<file path="config.mk">
export PLATFORM = sky130hd
export DESIGN_NAME = dqts_cell
export DESIGN_NICKNAME = d
export VERILOG_FILES = /design/src/hw/rtl/delta_queue_task_scheduler_top_defines.svh /design/src/hw/rtl/dqts_pkg.sv /design/src/hw/rtl/dqts_cell.sv
export SDC_FILE = /design/constraint.sdc
export NUM_CORES = 1
export LEC_CHECK = 0
export BUFFER_PORTS_ARGS = -buffer_cell sky130_fd_sc_hd__buf_2
export CORE_UTILIZATION = 46
export CTS_BUF_LIST = sky130_fd_sc_hd__clkbuf_2 sky130_fd_sc_hd__clkbuf_4 sky130_fd_sc_hd__clkbuf_8
export DETAILED_ROUTE_END_ITERATION = 8
export PLACE_DENSITY = 0.79
export RECOVER_POWER = 25
export REMOVE_ABC_BUFFERS = 1
export SYNTH_ARGS = -nofsm -noshare
export SYNTH_HDL_FRONTEND = slang
export SYNTH_SLANG_ARGS = --single-unit
export TNS_END_PERCENT = 50
</file>
<file path="constraint.sdc">
create_clock -name clk -period 5.5 [get_ports clk]
set_input_delay 0.55 -clock clk [delete_from_list [all_inputs] [get_ports clk]]
set_output_delay 0.55 -clock clk [all_outputs]
set_load 0.05 [all_outputs]
</file>
<file path="src/hw/rtl/delta_queue_task_scheduler_top_defines.svh">
// assertion macros for the delta queue task scheduler
`ifndef DELTA_QUEUE_TASK_SCHEDULER_TOP_DEFINES_SVH
`define DELTA_QUEUE_TASK_SCHEDULER_TOP_DEFINES_SVH
`ifndef SYNTHESIS
// property must hold at every clock edge outside reset
`define DQTS_ASSERT(name, prop) \
	name: assert property (@(posedge clk) disable iff (!arst_n) prop) \
	else $error("dqts assertion failed");
// expression must never be true outside reset
`define DQTS_NEVER(name, expr) \
	name: assert property (@(posedge clk) disable iff (!arst_n) !(expr)) \
	else $error("dqts forbidden condition");
`else
`define DQTS_ASSERT(name, prop)
`define DQTS_NEVER(name, expr)
`endif
`endif

</file>
<file path="src/hw/rtl/dqts_pkg.sv">
// shared types, codes and helpers of the delta queue task scheduler
`default_nettype none
package dqts_pkg;
	localparam int SLOTS = 16;
	localparam int ID_W  = $clog2(SLOTS);
	localparam logic [4:0] SLOT_NONE = 5'(SLOTS);

	typedef enum logic [1:0] {
		OP_TICK     = 2'd0,
		OP_ADD      = 2'd1,
		OP_DELETE   = 2'd2,
		OP_DISPATCH = 2'd3
	} op_t;

	typedef enum logic [1:0] {
		STAT_OK    = 2'd0,
		STAT_FULL  = 2'd1,
		STAT_NODEL = 2'd2,
		STAT_NONE  = 2'd3
	} status_t;

	typedef enum logic [1:0] {
		ERR_NONE  = 2'd0,
		ERR_FULL  = 2'd1,
		ERR_NODEL = 2'd2
	} err_t;

	typedef enum logic [2:0] {
		CELL_HOLD,
		CELL_DEC,
		CELL_POP,
		CELL_INS,
		CELL_REM
	} cell_op_t;

	typedef enum logic [2:0] {
		SLOT_NOP,
		SLOT_CLAIM,
		SLOT_FREE,
		SLOT_INC,
		SLOT_DEC
	} slot_op_t;

	// one queue entry
	typedef struct packed {
		logic            valid;
		logic [ID_W-1:0] id;
		logic [31:0]     delay;
	} cell_t;

	// command broadcast to every cell
	typedef struct packed {
		cell_op_t        op;
		logic [ID_W-1:0] pos;
		logic [ID_W-1:0] new_id;
		logic [31:0]     new_delay;
	} cell_ctl_t;

	// command to the slot table
	typedef struct packed {
		slot_op_t        op;
		logic [ID_W-1:0] sel;
		logic [31:0]     period;
	} slot_cmd_t;

	// index of the lowest set bit, zero when none
	function automatic logic [ID_W-1:0] lowest_idx(input logic [SLOTS-1:0] v);
		logic [ID_W-1:0] r;
		r = '0;
		for (int i = SLOTS - 1; i >= 0; i--) begin
			if (v[i]) r = ID_W'(i);
		end
		return r;
	endfunction
endpackage
`default_nettype wire

</file>
<file path="src/hw/rtl/dqts_cell.sv">
// one position of the delta queue chain
`default_nettype none
module dqts_cell (
	input  wire logic                   clk,
	input  wire logic                   arst_n,
	input  wire logic [dqts_pkg::ID_W-1:0] idx,
	input  wire dqts_pkg::cell_ctl_t    ctl,
	input  wire dqts_pkg::cell_t        left,
	input  wire dqts_pkg::cell_t        right,
	output dqts_pkg::cell_t             cur
);
	dqts_pkg::cell_t cell_q;

	assign cur = cell_q;

	// shift, insert, remove and decrement as the controller commands
	always_ff @(posedge clk or negedge arst_n) begin
		if (!arst_n) begin
			cell_q <= '0;
		end else begin
			case (ctl.op)
				dqts_pkg::CELL_DEC: begin
					if (idx == '0 && cell_q.valid && cell_q.delay != 32'd0)
						cell_q.delay <= cell_q.delay - 32'd1;
				end
				dqts_pkg::CELL_POP: begin
					cell_q <= right;
				end
				dqts_pkg::CELL_INS: begin
					if (idx == ctl.pos) begin
						cell_q <= '{valid: 1'b1, id: ctl.new_id, delay: ctl.new_delay};
					end else if (idx > ctl.pos) begin
						// the entry just behind the new one gives up the inserted delay
						if (idx - dqts_pkg::ID_W'(1) == ctl.pos)
							cell_q <= '{valid: left.valid, id: left.id,
								delay: left.delay - ctl.new_delay};
						else
							cell_q <= left;
					end
				end
				dqts_pkg::CELL_REM: begin
					if (idx >= ctl.pos) begin
						// the successor absorbs the removed delay
						if (idx == ctl.pos && right.valid)
							cell_q <= '{valid: right.valid, id: right.id,
								delay: right.delay + cell_q.delay};
						else
							cell_q <= right;
					end
				end
				default: begin
					cell_q <= cell_q;
				end
			endcase
		end
	end
endmodule
`default_nettype wire

</file>
==> results.toml <==
[run_status]
violations = "capacitance limit, slew limit"
outcome = "finished, violations left"

[clocking]
ctsLongestPathBuffers = 2
cts_buffers = 5
cts-root-buf = "clkbuf_8"
clk_pin_slew_ns = 0.09
ctsResizeCount = 0
cts.sinks = 37
clock_latency_ns = 0.31
cts_tree = "done"
h-tree-depth = 2
cts_setup_buffers = 0
cts_hold_buf = 0

[logic_synthesis]
synth_edf_count = 0
syn_avg_cell_area_um2 = 6.868
synth.distinct_cells = 65
synth_ff_type = "dfrtp_1"
syn-cell-area_um2 = 6882
ys_seq_area_frac = 0.1345
async_flop_share = 1.000
ys_ff_latch = 37
synth_cells = 1002
synth_warnings = 0

[power_and_ir_drop]
p_leak_nw = 3.636
power_density_nw_per_um2 = 292.7
peakVddDrop_mv = 0.1850

[sta]
rsz0062_at_grt = "no"
setup_viol = 0
hold_viol = 0
finalSetupTns_ns = 0
clock_skew_ns = 0.01318
max_freq_mhz = 279.8
tightest_slew_ns = 2.309
period_share = 0.6499
slew_viol_final = 38
period_minus_slack_ns = 3.575
relSlewSlack = -0.5393
setup_slack_ns = 1.926

[grt]
track_usage = 0.3022
grt_pass1_vias = 7609
antenna_found_initial = 3
grt_max_degree = 69
grt_overflow = 0
grt_pass1_wl_um = 38410

[worst_setup_path]
r2r_cells = 11
cp.required_ns = 5.66
arrival_ns = 3.74
worst_setup_path_start_kind = "flop"
setup.worst_path.end_class = "flop"
worstPathMaxFanout = 5
rr_startpoint = "cur[0]"
rr_endpoint = "cur[26]"
worstSetupPathType = "reg2reg"
ff2ff_setup_slack_ns = 1.93

[hold_path]
hp-class = "in2reg"
min_path_cells = 3
min_to = "cur[32]"
hold_start = "right[32]"

[route]
drt_wl_total_um = 23920
ant_nets = 0
drt_iter0_markers = 848
avgRoutedWirePerCell_um = 18.19
via_count = 8391
first_pass_iters = 7
post_drt_via_cell_ratio = 6.381
drc = 0

[placed_design]
portBuffers = 159
dpl.cell_count = 1307
place_ws_ns = 1.805
place_hpwl_um = 18770
dpl-instance-area_um2 = 7805
gp_congestion = 0.9497

[run]
maxCapViolations = 1

[finish]
utilization = 0.5413
drive_gt1_frac = 0.1646
stdcell_area_um2 = 7896
fin_cells = 1315
nets = 1325
largest_reg_flops = 37
synthToLayoutAreaGrowth_pct = 14.75

[floorplanning]
start_util = 0.4717
die_w_um = 124.3
dieArea_um2 = 15450
io_pins = 160
rows = 44
coreArea_um2 = 14590
die_h_um = 124.3
[cells in the final DEF (no fill, tap or decap), types with 30 or more instances in the layout]
master    instances
buf_2           158
nand2_1         112
a21oi_1         110
o21ai_0          90
nor2_1           83
ha_1             70
inv_1            54
dfrtp_1          37
o211ai_1         35
xnor2_1          30
[critical path: stages, from the launching register on]
cell and delay [ns]:
dfrtp_1 0.43, ha_1 0.24, fa_1 0.41, a21o_1 0.21, a221o_1 0.34, a21oi_1 0.31, o21ai_0 0.24, a21boi_1 0.42
o21ai_0 0.32, nor3b_1 0.22, o21ai_0 0.15, a41oi_1 0.13
[worst max path at each step]
| stage | startpoint | end | slack, ns | cells after the start |
|---|---|---|---|---|
| after floorplan | cur[0] | cur[26] | 2.25 | 11 |
| after global placement | right[0] | cur[26] | 1.95 | 12 |
| after detailed placement | right[0] | cur[26] | 1.81 | 12 |
| after CTS | cur[0] | cur[26] | 2.04 | 11 |
| after global routing | cur[0] | cur[26] | 1.78 | 11 |
| final | cur[0] | cur[26] | 1.93 | 11 |
[kinds of logic (layout without fill, tap and decap cells)]
| logic type | Yosys count | in the layout | synth area share |
|---|---|---|---|
| compound gates | 400 | 400 | 0.3673 |
| simple gates | 330 | 330 | 0.2278 |
| buf+inv | 99 | 227 | 0.05491 |
| fa+ha+maj | 72 | 72 | 0.1331 |
| xor+xnor | 59 | 59 | 0.07509 |
| flops | 37 | 37 | 0.1345 |
| mux | 5 | 5 | 0.007273 |
| other cells | 0 | 1 | 0 |
[layout make-up]
type	instances	area [um2]
Fill cell	1455	6693
Multi-Input combinational cell	866	5598
Clock buffer	7	90.09
Tap cell	184	230.2
Timing Repair Buffer	166	847.1
Sequential cell	37	925.9
Inverter	54	202.7
Antenna cell	1	2.502
[cell usage after synthesis, drive strengths merged, types with 5 or more instances]
cell type | number | share of area
a211oi | 17 | 0.019
a21o | 25 | 0.027
a21oi | 111 | 0.081
a221oi | 10 | 0.014
a222oi | 9 | 0.013
a22oi | 7 | 0.0076
a31oi | 19 | 0.017
a41oi | 6 | 0.0076
and3 | 14 | 0.013
buf | 5 | 0.0036
clkbuf | 40 | 0.022
dfrtp | 37 | 0.13
ha | 70 | 0.13
inv | 54 | 0.029
mux2i | 5 | 0.0073
nand2 | 113 | 0.063
nand2b | 16 | 0.015
nand3 | 28 | 0.020
nand4 | 8 | 0.0095
nor2 | 86 | 0.048
nor2b | 9 | 0.0082
nor3 | 20 | 0.015
nor4 | 9 | 0.0082
o211ai | 35 | 0.038
o21a | 9 | 0.0098
o21ai | 105 | 0.076
o21bai | 6 | 0.0065
o221ai | 7 | 0.0089
o22ai | 9 | 0.0082
o31ai | 6 | 0.0085
or3 | 9 | 0.0089
or4 | 6 | 0.0076
xnor2 | 30 | 0.038
xor2 | 29 | 0.037
[report_power, final]
| group | internal (mW) | switching [mW] |
|---|---|---|
| registers | 0.347 | 0.149 |
| logic | 0.563 | 1.03 |
| clock network | 0.105 | 0.113 |
[through the flow]
| stage | hold slack, ns | power [mW] |
|---|---|---|
| after floorplan | 0.2544 | 1.639 |
| after global placement | 0.5232 | 2.029 |
| after detailed placement | 0.5293 | 2.053 |
| after CTS | 0.4051 | 2.271 |
| after global routing | 0.5405 | 2.465 |
| final | 0.5093 | 2.311 |
[metal layers]
layer  part of all wire  GRT usage
met5                  0          0
met4              0.041     0.1495
met3               0.10    0.04253
met2               0.43     0.4602
met1               0.42     0.4164
Note: power is estimated with default switching activity, not from simulation.
