--- src/hw/rtl/delta_queue_task_scheduler_top_defines.svh ---
// assertion macros for the delta queue task scheduler
`ifndef DELTA_QUEUE_TASK_SCHEDULER_TOP_DEFINES_SVH
`define DELTA_QUEUE_TASK_SCHEDULER_TOP_DEFINES_SVH
`ifndef SYNTHESIS
// property must hold at every clock edge outside reset
`define DQTS_ASSERT(name, prop) \
	name: assert property (@(posedge clk) disable iff (!arst_n) prop) \
	else $error("dqts assertion failed");
// expression must never be true outside reset
`define DQTS_NEVER(name, expr) \
	name: assert property (@(posedge clk) disable iff (!arst_n) !(expr)) \
	else $error("dqts forbidden condition");
`else
`define DQTS_ASSERT(name, prop)
`define DQTS_NEVER(name, expr)
`endif
`endif

--- src/hw/rtl/dqts_pkg.sv ---
// shared types, codes and helpers of the delta queue task scheduler
`default_nettype none
package dqts_pkg;
	localparam int SLOTS = 16;
	localparam int ID_W  = $clog2(SLOTS);
	localparam logic [4:0] SLOT_NONE = 5'(SLOTS);

	typedef enum logic [1:0] {
		OP_TICK     = 2'd0,
		OP_ADD      = 2'd1,
		OP_DELETE   = 2'd2,
		OP_DISPATCH = 2'd3
	} op_t;

	typedef enum logic [1:0] {
		STAT_OK    = 2'd0,
		STAT_FULL  = 2'd1,
		STAT_NODEL = 2'd2,
		STAT_NONE  = 2'd3
	} status_t;

	typedef enum logic [1:0] {
		ERR_NONE  = 2'd0,
		ERR_FULL  = 2'd1,
		ERR_NODEL = 2'd2
	} err_t;

	typedef enum logic [2:0] {
		CELL_HOLD,
		CELL_DEC,
		CELL_POP,
		CELL_INS,
		CELL_REM
	} cell_op_t;

	typedef enum logic [2:0] {
		SLOT_NOP,
		SLOT_CLAIM,
		SLOT_FREE,
		SLOT_INC,
		SLOT_DEC
	} slot_op_t;

	// one queue entry
	typedef struct packed {
		logic            valid;
		logic [ID_W-1:0] id;
		logic [31:0]     delay;
	} cell_t;

	// command broadcast to every cell
	typedef struct packed {
		cell_op_t        op;
		logic [ID_W-1:0] pos;
		logic [ID_W-1:0] new_id;
		logic [31:0]     new_delay;
	} cell_ctl_t;

	// command to the slot table
	typedef struct packed {
		slot_op_t        op;
		logic [ID_W-1:0] sel;
		logic [31:0]     period;
	} slot_cmd_t;

	// index of the lowest set bit, zero when none
	function automatic logic [ID_W-1:0] lowest_idx(input logic [SLOTS-1:0] v);
		logic [ID_W-1:0] r;
		r = '0;
		for (int i = SLOTS - 1; i >= 0; i--) begin
			if (v[i]) r = ID_W'(i);
		end
		return r;
	endfunction
endpackage
`default_nettype wire

--- src/hw/rtl/dqts_slots.sv ---
// task slot table: used flag, period and pending count per slot
`default_nettype none
module dqts_slots (
	input  wire logic                          clk,
	input  wire logic                          arst_n,
	input  wire dqts_pkg::slot_cmd_t           cmd,
	input  wire logic [dqts_pkg::ID_W-1:0]     rd_sel,
	output logic [dqts_pkg::SLOTS-1:0]         used,
	output logic [dqts_pkg::SLOTS-1:0]         pend_nz,
	output logic [31:0]                        period_rd
);
	logic        used_q   [dqts_pkg::SLOTS];
	logic [31:0] period_q [dqts_pkg::SLOTS];
	logic [7:0]  pend_q   [dqts_pkg::SLOTS];

	// status vectors for the priority searches
	always_comb begin
		for (int i = 0; i < dqts_pkg::SLOTS; i++) begin
			used[i]    = used_q[i];
			pend_nz[i] = used_q[i] && pend_q[i] != 8'd0;
		end
	end

	assign period_rd = period_q[rd_sel];

	// each entry updates itself when selected
	always_ff @(posedge clk or negedge arst_n) begin
		if (!arst_n) begin
			for (int i = 0; i < dqts_pkg::SLOTS; i++) begin
				used_q[i]   <= 1'b0;
				period_q[i] <= '0;
				pend_q[i]   <= '0;
			end
		end else begin
			for (int i = 0; i < dqts_pkg::SLOTS; i++) begin
				if (cmd.sel == dqts_pkg::ID_W'(i)) begin
					case (cmd.op)
						dqts_pkg::SLOT_CLAIM: begin
							used_q[i]   <= 1'b1;
							period_q[i] <= cmd.period;
							pend_q[i]   <= '0;
						end
						dqts_pkg::SLOT_FREE: begin
							used_q[i]   <= 1'b0;
							period_q[i] <= '0;
							pend_q[i]   <= '0;
						end
						dqts_pkg::SLOT_INC: begin
							if (used_q[i] && pend_q[i] != 8'd255)
								pend_q[i] <= pend_q[i] + 8'd1;
						end
						dqts_pkg::SLOT_DEC: begin
							pend_q[i] <= pend_q[i] - 8'd1;
						end
						default: begin
							pend_q[i] <= pend_q[i];
						end
					endcase
				end
			end
		end
	end
endmodule
`default_nettype wire

--- config.mk ---
export PLATFORM = sky130hd
export DESIGN_NAME = dqts_slots
export DESIGN_NICKNAME = d
export VERILOG_FILES = /design/src/hw/rtl/delta_queue_task_scheduler_top_defines.svh /design/src/hw/rtl/dqts_pkg.sv /design/src/hw/rtl/dqts_slots.sv
export SDC_FILE = /design/constraint.sdc
export NUM_CORES = 1
export LEC_CHECK = 0
export BUFFER_PORTS_ARGS = -buffer_cell sky130_fd_sc_hd__buf_2
export CAP_MARGIN = 20
export CORE_MARGIN = 2
export CORE_UTILIZATION = 40
export CTS_CLUSTER_SIZE = 14
export DETAILED_ROUTE_END_ITERATION = 7
export PLACE_DENSITY = 0.67
export SLEW_MARGIN = 15
export SYNTH_ARGS = -nofsm -noshare
export SYNTH_HDL_FRONTEND = slang
export SYNTH_SLANG_ARGS = --single-unit
--- constraint.sdc ---
create_clock -name clk -period 2.25 [get_ports clk]
set_input_delay 0.1125 -clock clk [delete_from_list [all_inputs] [get_ports clk]]
set_output_delay 0.1125 -clock clk [all_outputs]
set_load 0.005 [all_outputs]
==> results of run 1 <==
-- state kept, by name, summed over array words and instances, names as in the netlist --
name and count:
period_q 512, used 16, pend_q 128
-- per-stage QoR --
step	instance area (um2)	power [mW]	utilization
finish	39200	34.1	0.487
global route	39200	35.8	0.487
CTS	39000	34.2	0.485
detailed placement	36100	21.4	0.449
global placement	36100	21.1	0.449
floorplan	32900	19.0	-
-- layer usage --
layer / share of wire / GRT usage / vias up
met5: 0.00015 / 0 / -
met4: 0.029 / 0.0696 / 2
met3: 0.062 / 0.0408 / 156
met2: 0.46 / 0.335 / 690
met1: 0.45 / 0.295 / 12328
li1: - / - / 11725
-- cells in the final DEF (no fill, tap or decap), drive strengths merged, types with 8 or more instances in the layout --
master / n
dfrtp: 656
nor2: 85
a22o: 32
bufinv: 10
a211o: 16
fa: 16
xnor2: 49
inv: 37
mux2: 32
mux4: 160
dlygate4sd3: 26
a21o: 16
nand4: 43
buf: 323
o21bai: 16
or4: 10
or4b: 10
nand2: 724
ha: 96
o211ai: 32
clkbuf: 101
o21ai: 593
nor4: 32
a21oi: 106
clkinv: 10
xor2: 17
nand3: 20
a211oi: 32
o31ai: 49
or2: 8
nor2b: 20
-- final timing paths --
path | start | to | slack (ns)
max | period_q[8]$_DFFE_PN0P_ | period_rd[8] | -0.11
min | arst_n | period_q[357]$_DFFE_PN0P_ | 0.03
max reg2reg | pend_q[58]$_DFFE_PN0P_ | pend_q[63]$_DFFE_PN0P_ | 0.22
min reg2reg | period_q[225]$_DFFE_PN0P_ | period_q[225]$_DFFE_PN0P_ | 0.47
max in group asynchronous | arst_n | period_q[307]$_DFFE_PN0P_ | 1.30
min in group clk | cmd[30] | period_q[126]$_DFFE_PN0P_ | 0.09
-- power by group through the flow --
stage / clock (mW) / sequential, mW / combinational [mW]
final: 12.6 / 15.4 / 6.07
after global routing: 13.3 / 15.6 / 6.85
after CTS: 12.8 / 15.4 / 6.00
after detailed placement: 0 / 15.5 / 5.85
after global placement: 0 / 15.5 / 5.66
after floorplan: 0 / 15.1 / 3.90
-- logic make-up (layout without fill, tap and decap cells) --
family	Yosys count	count (layout)	synth area share
compound gates	899	899	0.156
xor+xnor	66	66	0.0177
fa+ha+maj	112	112	0.0467
buf+inv	254	509	0.0310
flops	656	656	0.504
mux	192	192	0.122
simple gates	960	960	0.123
-- repair_timing --
item | in CTS | in global routing
setup endpoints to repair | 28 | 32
hold buffers | 26 | 0
hold endpoints to repair | 919 | 0
buffers inserted | 10 | 20
gates resized for setup | 8 | 5
-- cell type report --
class                   instances  area (um2)  share of cell area
clock inverters                27         443              0.0113
inverters                      32         125             0.00319
repair buffers                349        3210              0.0819
well taps                    1060        1330              0.0338
flip-flops and latches        656       16400               0.419
clock buffers                 101        2080              0.0530
multi-input cells            2229       15600               0.398
==> out/metrics.yaml, run 1 <==
layout:
  antenna_cells: 0
  fin_cells: 4454
  n_fill_cell: 7091
  areaGrowthSynthToFinish_pct: 20.4
  nets: 3496
  drive_above_1_share: 0.203
clock_network:
  cts_tree: "built"
  cts.sinks: 656
  cts.htree.levels: 3
  clk_latency_ns: 0.62
  clock_path_buffers: 3
  path_clk_slew_ns: 0.06
  cts_made_buffers: 71
  cts_root_buf: "clkbuf_16"
sta:
  fin_crit_ns: 2.36
  rsz0062_at_grt: "yes"
  fin_worst_skew_ns: 0.0169
  setup_slack_ns: -0.113
  setup_viol: 20
  whs_ns: 0.0334
  finalHoldViolations: 0
  fin_crit_sh: 1.05
  fmax_mhz: 423
  tns_ns: -0.877
  drv_slew: 0
  slew_headroom: 0.318
  worst_slew_pin_slew_ns: 1.02
flow_run:
  drv_cap: 0
global_route:
  grt_max_degree: 89
  grt_pass1_wl_mm: 139
  grt_overflow_total: 0
  grt_util_all_layers: 0.212
  grt_pass1_vias: 24855
  antenna_found_initial: 2
synth:
  ys_seq_area_frac: 0.504
  synth.ff_latch_count: 656
  synth_common_cells: "724 x nand2_1, 656 x dfrtp_1, 320 x o21ai_0, 273 x o21ai_1, 168 x clkbuf_1"
  netlist_instances: 3139
  synthArstFlopShare: 1.00
  synth_area_um2: 32600
  yosys-top-cells-area: "dfrtp_1 50%, mux4_2 11%, nand2_1 8.3%"
  synth_fp_nets: 3296
  synth.distinct_cells: 39
  synth_most_common_cell: "nand2_1"
  yosysTopAreaCell: "dfrtp_1"
  synth_edf_count: 0
  synth_ff_type: "dfrtp_1"
  synth_top_area_frac: 0.504
  synth.avg_cell_area_um2: 10.4
  ys.warnings.count: 0
floorplan:
  rows: 104
  core-area_um2: 80500
  ioPinCount: 109
  die_w_um: 289
  die_y_um: 289
  start_util: 0.405
  die_area_um2: 83800
drt:
  drt.antenna.violating_nets: 0
  firstDrtPassIters: 5
  vias: 24901
  wl_mm: 87.0
  drtIter0Drc: 1633
  viasPerCell: 5.59
  drc: 0
  wl_per_cell_um: 19.5
status:
  violations: "negative setup slack"
  status: "finished, violations left"
setup_path:
  critical_path_depth: 3
  crit_path_max_fanout: 2
  path_buf_inv: 1
  reg2reg_depth: 6
  critical_path_arrival_ns: 2.25
  cp_common_cell: "mux4_2"
  crit_family: "multiplexers"
  path_class: "flop to output port"
  crit_slowest_cell: "mux4_2"
  start_kind: "flop"
  crit_path_end_kind: "output port"
  path_cells: "mux4_2, mux4_2, buf_6"
  cp.required_ns: 2.14
  max_stage_delay_ns: 0.57
power:
  power-per-cell-area_nw_per_um2: 869
  peakVddDrop_uv: 638
  swShare: 0.275
  p_sw_mw: 9.38
  power_frac_seq: 0.452
  clock_power_share: 0.370
  power.internal_mw: 24.7
  power_leakage_nw: 17.3
  power_frac_comb: 0.178
worst_hold_path:
  min_path_type: "input pin to asynchronous set/reset pin"
placed_design:
  dp_hpwl_mm: 56.3
  place.port_buffers: 108
  gp_congestion: 0.858
  dp_slack_ns: -0.0866
  dp.cells: 4270
Power figures use the tool's default switching activity.
==> run 2, diff against run 1 <==
--- a/config.mk
+++ b/config.mk
@@ -8,10 +8,11 @@
 export BUFFER_PORTS_ARGS = -buffer_cell sky130_fd_sc_hd__buf_2
 export CAP_MARGIN = 20
 export CORE_MARGIN = 2
-export CORE_UTILIZATION = 40
+export CORE_UTILIZATION = 30
 export CTS_CLUSTER_SIZE = 14
 export DETAILED_ROUTE_END_ITERATION = 7
-export PLACE_DENSITY = 0.67
+export PLACE_DENSITY = 0.56
+export SETUP_SLACK_MARGIN = 0.05
 export SLEW_MARGIN = 15
 export SYNTH_ARGS = -nofsm -noshare
 export SYNTH_HDL_FRONTEND = slang
==> run 2 against run 1 <==
The run still ends with negative setup slack left. Largest power group unchanged. Clock power down 6%. First-iteration DRC count up 1.3%. Clock-buffer cell count up 4.
==> out/metrics.yaml, run 2 (synthesis gave the netlist of run 1 again) <==
status:
  status: "finished, violations left"
  violations: "negative setup slack"
layout:
  areaGrowthSynthToFinish_pct: 21.1
  final_area_um2: 39500  # +0.63%
  layout_common_cells: "723 x nand2_1, 656 x dfrtp_1, 307 x o21ai_0"
  multiInputGateArea_um2: 15600  # about the same
  top_register: "period_q"
  nets: 3494  # -0.057%
  seq_area_um2: 16400  # unchanged
  drive_above_1_share: 0.204  # +0.00165
  largest_reg_flops: 512  # unchanged
  final_common_cell: "nand2_1"
  antenna_cells: 0  # unchanged
  n_fill_cell: 10635  # +50%
global_route:
  antenna_found_initial: 3  # +1
  grt_pass1_vias: 24576  # -1.1%
  grt-busiest-layer: "met2"
  grtUsageMet3: 0.0246  # -0.0162
  met1_usage: 0.239  # -0.0555
  grt_use_met2: 0.264  # -0.0708
  grt_max_degree: 85  # -4.5%
  grt_pass1_wl_mm: 145  # +4.3%
  grt_overflow_total: 0  # unchanged
  grt_util_all_layers: 0.165  # -0.0466
sta:
  worst_slew_pin_slew_ns: 0.952  # -0.0706 ns
  finalHoldViolations: 0  # unchanged
  fin_crit_ns: 2.34  # -0.0209 ns
  fin_crit_sh: 1.04  # -0.00928
  fmax_mhz: 427  # +0.89%
  fin_worst_skew_ns: 0.0124  # -0.00453 ns
  whs_ns: 0.0433  # +0.00991 ns
  setup_slack_ns: -0.0924  # +0.0209 ns
  slew_headroom: 0.365  # +0.0471
  drv_slew: 0  # unchanged
  rsz0062_at_grt: "yes"
  setup_viol: 14  # -30%
  tns_ns: -0.658  # +0.218 ns
power:
  power_frac_seq: 0.460  # +0.008
  power_frac_comb: 0.183  # +0.005
  power_leakage_nw: 17.3  # -0.45%
  peakVddDrop_uv: 448  # -30%
  power-per-cell-area_nw_per_um2: 847  # -2.5%
  swShare: 0.280  # +0.00532
  clock_power_share: 0.357  # -0.013
  power.internal_mw: 24.0  # -2.7%
  p_sw_mw: 9.37  # about the same
placed_design:
  place.port_buffers: 108  # unchanged
  dp_hpwl_mm: 59.9  # +6.4%
  dpl-instance-area_um2: 36600  # +1.4%
  gp_congestion: 0.808  # -5.9%
floorplan:
  die_w_um: 334  # +15%
  ioPinCount: 109  # unchanged
  rows: 120  # +15%
  core-area_um2: 107000  # +33%
  die_area_um2: 111000  # +33%
  die_y_um: 334  # +15%
  start_util: 0.304  # -0.101
setup_path:
  crit_path_max_fanout: 2  # unchanged
  crit_path_end_kind: "output port"
  critical_path_arrival_ns: 2.23  # -0.02 ns
  path_class: "flop to output port"
  start_kind: "flop"
  cp.required_ns: 2.14  # about the same
clock_network:
  cts.sinks: 656  # unchanged
  cts_root_buf: "clkbuf_16"
  clk_latency_ns: 0.62  # about the same
  path_clk_slew_ns: 0.06  # about the same
  clock_path_buffers: 3  # unchanged
  cts.htree.levels: 3  # unchanged
  cts_tree: "built"
  cts_made_buffers: 71  # unchanged
worst_hold_path:
  min_path_type: "input pin to asynchronous set/reset pin"
flow_run:
  drv_cap: 0  # unchanged
drt:
  vias: 24086  # -3.3%
  firstDrtPassIters: 4  # -1
  drt.antenna.violating_nets: 0  # unchanged
  drtIter0Drc: 1654  # +1.3%
  wl_per_cell_um: 19.0  # -3.0%
  viasPerCell: 5.02  # -10%
  drc: 0  # unchanged
  wl_mm: 90.9  # +4.4%
[run 2: cell count changes in the layout (fill, tap and decap cells not counted), moves of 2 or more]
cell and delta:
dlygate4sd3_1 -17, buf_4 +17, clkinvlp_4 -2, buf_12 -2, buf_6 +12, clkbuf_8 -7, bufinv_16 -5, buf_2 -12
clkbuf_1 +10, clkinv_2 +2
[run 2: worst paths after layout]
check	slack [ns]	cells past startpoint	endpoint	start
setup / recovery	-0.09	3	period_rd[31]	period_q[159]$_DFFE_PN0P_
hold / removal	0.04	2	period_q[356]$_DFFE_PN0P_	arst_n
hold reg to reg	0.47	2	period_q[174]$_DFFE_PN0P_	period_q[174]$_DFFE_PN0P_
min in group clk	0.11	3	period_q[177]$_DFFE_PN0P_	cmd[17]
max in group asynchronous	1.31	3	period_q[432]$_DFFE_PN0P_	arst_n
setup reg to reg	0.27	6	pend_q[111]$_DFFE_PN0P_	pend_q[105]$_DFFE_PN0P_
[run 2: metal layers]
layer / vias up / share of wire
li1: 11713 / -
met3: 103 / 0.039
met2: 400 / 0.46
met5: - / 0.00023
met1: 11866 / 0.49
met4: 4 / 0.015
[run 2: timing repair]
| item | CTS | global route |
|---|---|---|
| buffers inserted | 6 | 27 |
| hold endpoints to repair | 461 | 0 |
| setup endpoints to repair | 32 | 32 |
| gates resized for setup | 25 | 7 |
| hold buffers | 9 | 0 |
[run 2: layout make-up]
cell class                 count  share of cell area
sequential                   656               0.416
clock inverter                22             0.00748
tap                         1403              0.0445
inverter                      32             0.00317
timing repair buffer         347              0.0812
multi-input combinational   2229               0.396
clock buffer                 105              0.0519
[run 2: metrics by stage]
stage / util / setup WS (ns) / total power, mW / std cells
4_1_cts: 0.365 / -0.125 / 33.6 / 4767
3_3_place_gp: 0.341 / -0.0247 / 21.2 / 4625
6_report: 0.368 / -0.0924 / 33.4 / 4794
3_5_place_dp: 0.341 / -0.0670 / 21.4 / 4625
5_1_grt: 0.368 / -0.136 / 35.3 / 4794
2_1_floorplan: - / -0.148 / 19.0 / 3139
[run 2: critical path, stage by stage (launching register included)]
cell and delay [ns]:
dfrtp_1 0.39, mux4_2 0.48, mux4_2 0.57, buf_6 0.16
[run 2: power groups by stage]
stage	sequential (mW)	combinational (mW)	clock, mW
2_1_floorplan	15.1	3.90	0
3_3_place_gp	15.5	5.76	0
3_5_place_dp	15.5	5.90	0
4_1_cts	15.4	6.06	12.2
5_1_grt	15.6	6.97	12.7
6_report	15.4	6.12	11.9
